[src/hw/rtl/spm_table_ram.sv]
module spm_table_ram #(
    parameter int DATA_W = 49,
    parameter int ADDR_W = 6
) (
    input  logic              clk,
    input  logic              wr_en,
    input  logic [ADDR_W-1:0] wr_addr,
    input  logic [DATA_W-1:0] wr_data,
    input  logic [ADDR_W-1:0] rd_addr,
    output logic [DATA_W-1:0] rd_data
);

    logic [DATA_W-1:0] mem [2**ADDR_W];

    always_ff @(posedge clk)
    begin
        if (wr_en)
        begin
            mem[wr_addr] <= wr_data;
        end
        rd_data <= mem[rd_addr];
    end

endmodule
[config.mk]
export PLATFORM = sky130hd
export DESIGN_NAME = spm_table_ram
export DESIGN_NICKNAME = d
export VERILOG_FILES = /design/src/hw/rtl/spm_table_ram.sv
export SDC_FILE = /design/constraint.sdc
export NUM_CORES = 2
export LEC_CHECK = 0
export BUFFER_PORTS_ARGS = -buffer_cell sky130_fd_sc_hd__buf_2
export CORE_UTILIZATION = 55
export CTS_CLUSTER_DIAMETER = 100
export CTS_CLUSTER_SIZE = 14
export DETAILED_ROUTE_END_ITERATION = 16
export GPL_TIMING_DRIVEN = 0
export MAX_ROUTING_LAYER = met4
export PLACE_DENSITY = 0.75
export SYNTH_ARGS = -nofsm -noshare
export SYNTH_HDL_FRONTEND = slang
export SYNTH_SLANG_ARGS = --single-unit
[constraint.sdc]
create_clock -name clk -period 10 [get_ports clk]
set_clock_uncertainty 0.15 [all_clocks]
set_input_delay 0.5 -clock clk [delete_from_list [all_inputs] [get_ports clk]]
set_output_delay 0.5 -clock clk [all_outputs]
set_load 0.005 [all_outputs]
==> impl_metrics.toml <==
[logic_synthesis]
syn-instance-count = 5283
async_reset_ff_share_pct = 0
synth_edf_count = 3136
synth_area_leaders = "edfxtp_1, mux4_2, dfxtp_1, mux2i_1, a22oi_1"
synth_nets = 5346
synth.distinct_cells = 42
yosys_register_bits = 3185
ys.flop_type = "edfxtp_1"
synth.avg_cell_area_um2 = 22.7
synth_top_area_cell = "edfxtp_1"
yosysTopAreaCellShare_pct = 78.5
synth.most_common_cell = "edfxtp_1"
synth.yosys.seq_area_share_pct = 79.3
netlist_area_um2 = 120000
yosys-top-cells-count = "edfxtp_1, mux4_2, nand2_1"
yosys_warnings = 0

[setup_path]
path_max_fanout = 10
crit_path_start_kind = "input pin"
cpMaxStageDelayCell = "clkbuf_1"
required_ps = 10730
path_buf_inv = 4
critPathMaxStageDelay_ps = 1320
cp.depth = 8
cp_cell_sequence = "buf_2 -> buf_2 -> inv_2 -> nand2_1 -> clkbuf_1 -> o22ai_1 -> o22ai_1 -> and3_1"
worstSetupEndpointType = "flip-flop"
worstSetupPathType = "in2reg"
crit_family = "buffers and inverters"
crit_arrival_ps = 4880
reg2reg_depth = 5

[global_route]
overflow = 0
antenna_found_initial = 29
grt_pass1_vias = 63900
gr-usage-all-layers_pct = 36.9
grt_pass1_wl_um = 523000
grt_max_degree = 65

[floorplanning]
io_pins = 112
rows = 171
die_area_um2 = 220000
initial_core_util_pct = 55.3
core_um2 = 217000
die_h_um = 469
die_w_um = 469

[layout]
layout.cells.non_filler = 8844
nNetsFinal = 5903
drive_gt1_share_pct = 26.2
multi_input_area_um2 = 23700
register_area_um2 = 95200
areaGrowthSynthToFinish_pct = 13.2
n_fill_cell = 14000

[placed_design]
io_buffers = 102
post-dp-hpwl_um = 248000
gp_congestion = 0.877
placed_cells = 8414

[hold_path]
hold_path.class = "in2reg"
hold_path_depth = 1

[clocking]
cts_hold_buf = 0
cts_resized = 0
root_buffer = "clkbuf_16"
cts.clk_slew.worst_paths_ps = 70
clk_path_buf_depth = 4
clock-sinks = 3185
post-cts-setup-buffers = 0
clk_latency_ps = 970
cts_buffers = 278
ctsHtreeMaxLevel = 5
cts_tree = "done"

[route]
ant_nets = 0
drt_wl_total_um = 391000
post-route-drc-count = 0
via_per_inst = 7.46
wl_per_cell_um = 44.2
vias = 65900
drt_iter0_markers = 13400
dr.pass1.iters = 9

[timing]
maxSlewViolCount = 22
fmax_mhz = 241
worst_pin_slew_ps = 1730
timing.hold.ws_ps = 133
hold_viol = 0
setup_viol = 0
tns_ps = 0
relSlewSlack_pct = -15.1
period_needed_ps = 4150
rsz0062_at_grt = "false"
fin_crit_sh_pct = 41.5

[run]
max_cap_viol_count = 2

[power_and_ir_drop]
p_clk_share_pct = 37.6
ir_worst_vdd_mv = 0.213
sw_frac_of_total_pct = 21.7
finalPower_w = 0.0261
combPwrFrac_pct = 5.7
internal_power_w = 0.0205
power_frac_seq_pct = 56.7
p_per_area_nw_per_um2 = 192
p_switching_w = 0.00568
leakage_nw = 41.9

[run_status]
status = "finished, violations left"
violations = "max-capacitance violations, max-slew violations"
## power groups by stage
stage / Combinational [W] / Sequential, W / Clock, W
CTS: 0.00144 / 0.0148 / 0.00979
floorplan: 0.000686 / 0.0151 / 0
detailed placement: 0.00143 / 0.0151 / 0
global placement: 0.00135 / 0.0151 / 0
global route: 0.00151 / 0.0148 / 0.0102
finish: 0.00149 / 0.0148 / 0.00983
## worst paths after layout
path / start / slack [ps] / to
setup / recovery: rd_addr[1] / 5850 / rd_data[44]$_DFF_P_
hold reg to reg: mem[27][25]$_DFFE_PP_ / 690 / rd_data[25]$_DFF_P_
hold / removal: wr_data[38] / 130 / mem[23][38]$_DFFE_PP_
setup reg to reg: mem[46][40]$_DFFE_PP_ / 7530 / rd_data[40]$_DFF_P_
## state kept, by name, indices dropped and copies added, names as in the netlist
name / flops
mem: 3136
rd_data: 49
## cell families (layout without fill, tap and decap cells)
logic type | Yosys count | count (layout) | share of synthesized area, %
other | 0 | 45 | 0
muxes | 828 | 828 | 14.7
buffers and inverters | 308 | 970 | 1.34
and+or+nand+nor | 568 | 568 | 2.31
DFF | 3185 | 3185 | 79.3
AOI/OAI and AO/OA | 394 | 394 | 2.40
## area by class of cell
| cell class | count | share of cell area (%) |
|---|---|---|
| tap | 2854 | 2.63 |
| multi-input combinational | 1790 | 17.5 |
| antenna | 45 | 0.0829 |
| clock buffer | 380 | 5.54 |
| inverter | 1 | 0.00276 |
| clock inverter | 5 | 0.0332 |
| buffer | 307 | 1.20 |
| sequential | 3185 | 70.0 |
| timing repair buffer | 277 | 3.01 |
## routing by layer
layer	track usage (%)	wire length (µm)	vias up	part of all wire [%]
met2	52.4	173000	7107	44
met1	45.1	122000	33500	31
met5	-	0	-	0
li1	-	-	23600	-
met3	12.1	62600	1754	16
met4	25.2	33700	0	8.6
## cells in the final DEF, fill, tap and decap left out, drive strengths merged, types with 5 or more instances in the layout
cell and n:
nor2 88, mux4 743, nor3 5, edfxtp 3136
a221o 7, a211oi 41, mux2i 85, buf 453
clkbuf 511, and2 25, a21oi 51, nand2b 12
and3 39, nand3 85, diode 45, nand2 184
nor2b 29, o22ai 85, o221ai 78, a22oi 95
nor4 8, dfxtp 49, nand4 81, a311oi 23
## stage by stage
stage	worst slack [ps]	utilization, %	area, µm²
final	5850	62.6	136000
after global routing	6120	62.6	136000
after CTS	6400	62.6	136000
after detailed placement	5410	59.1	128000
after global placement	-881	57.2	124000
after floorplan	4990	-	120000
No activity file was read; power rests on OpenSTA's default activity.
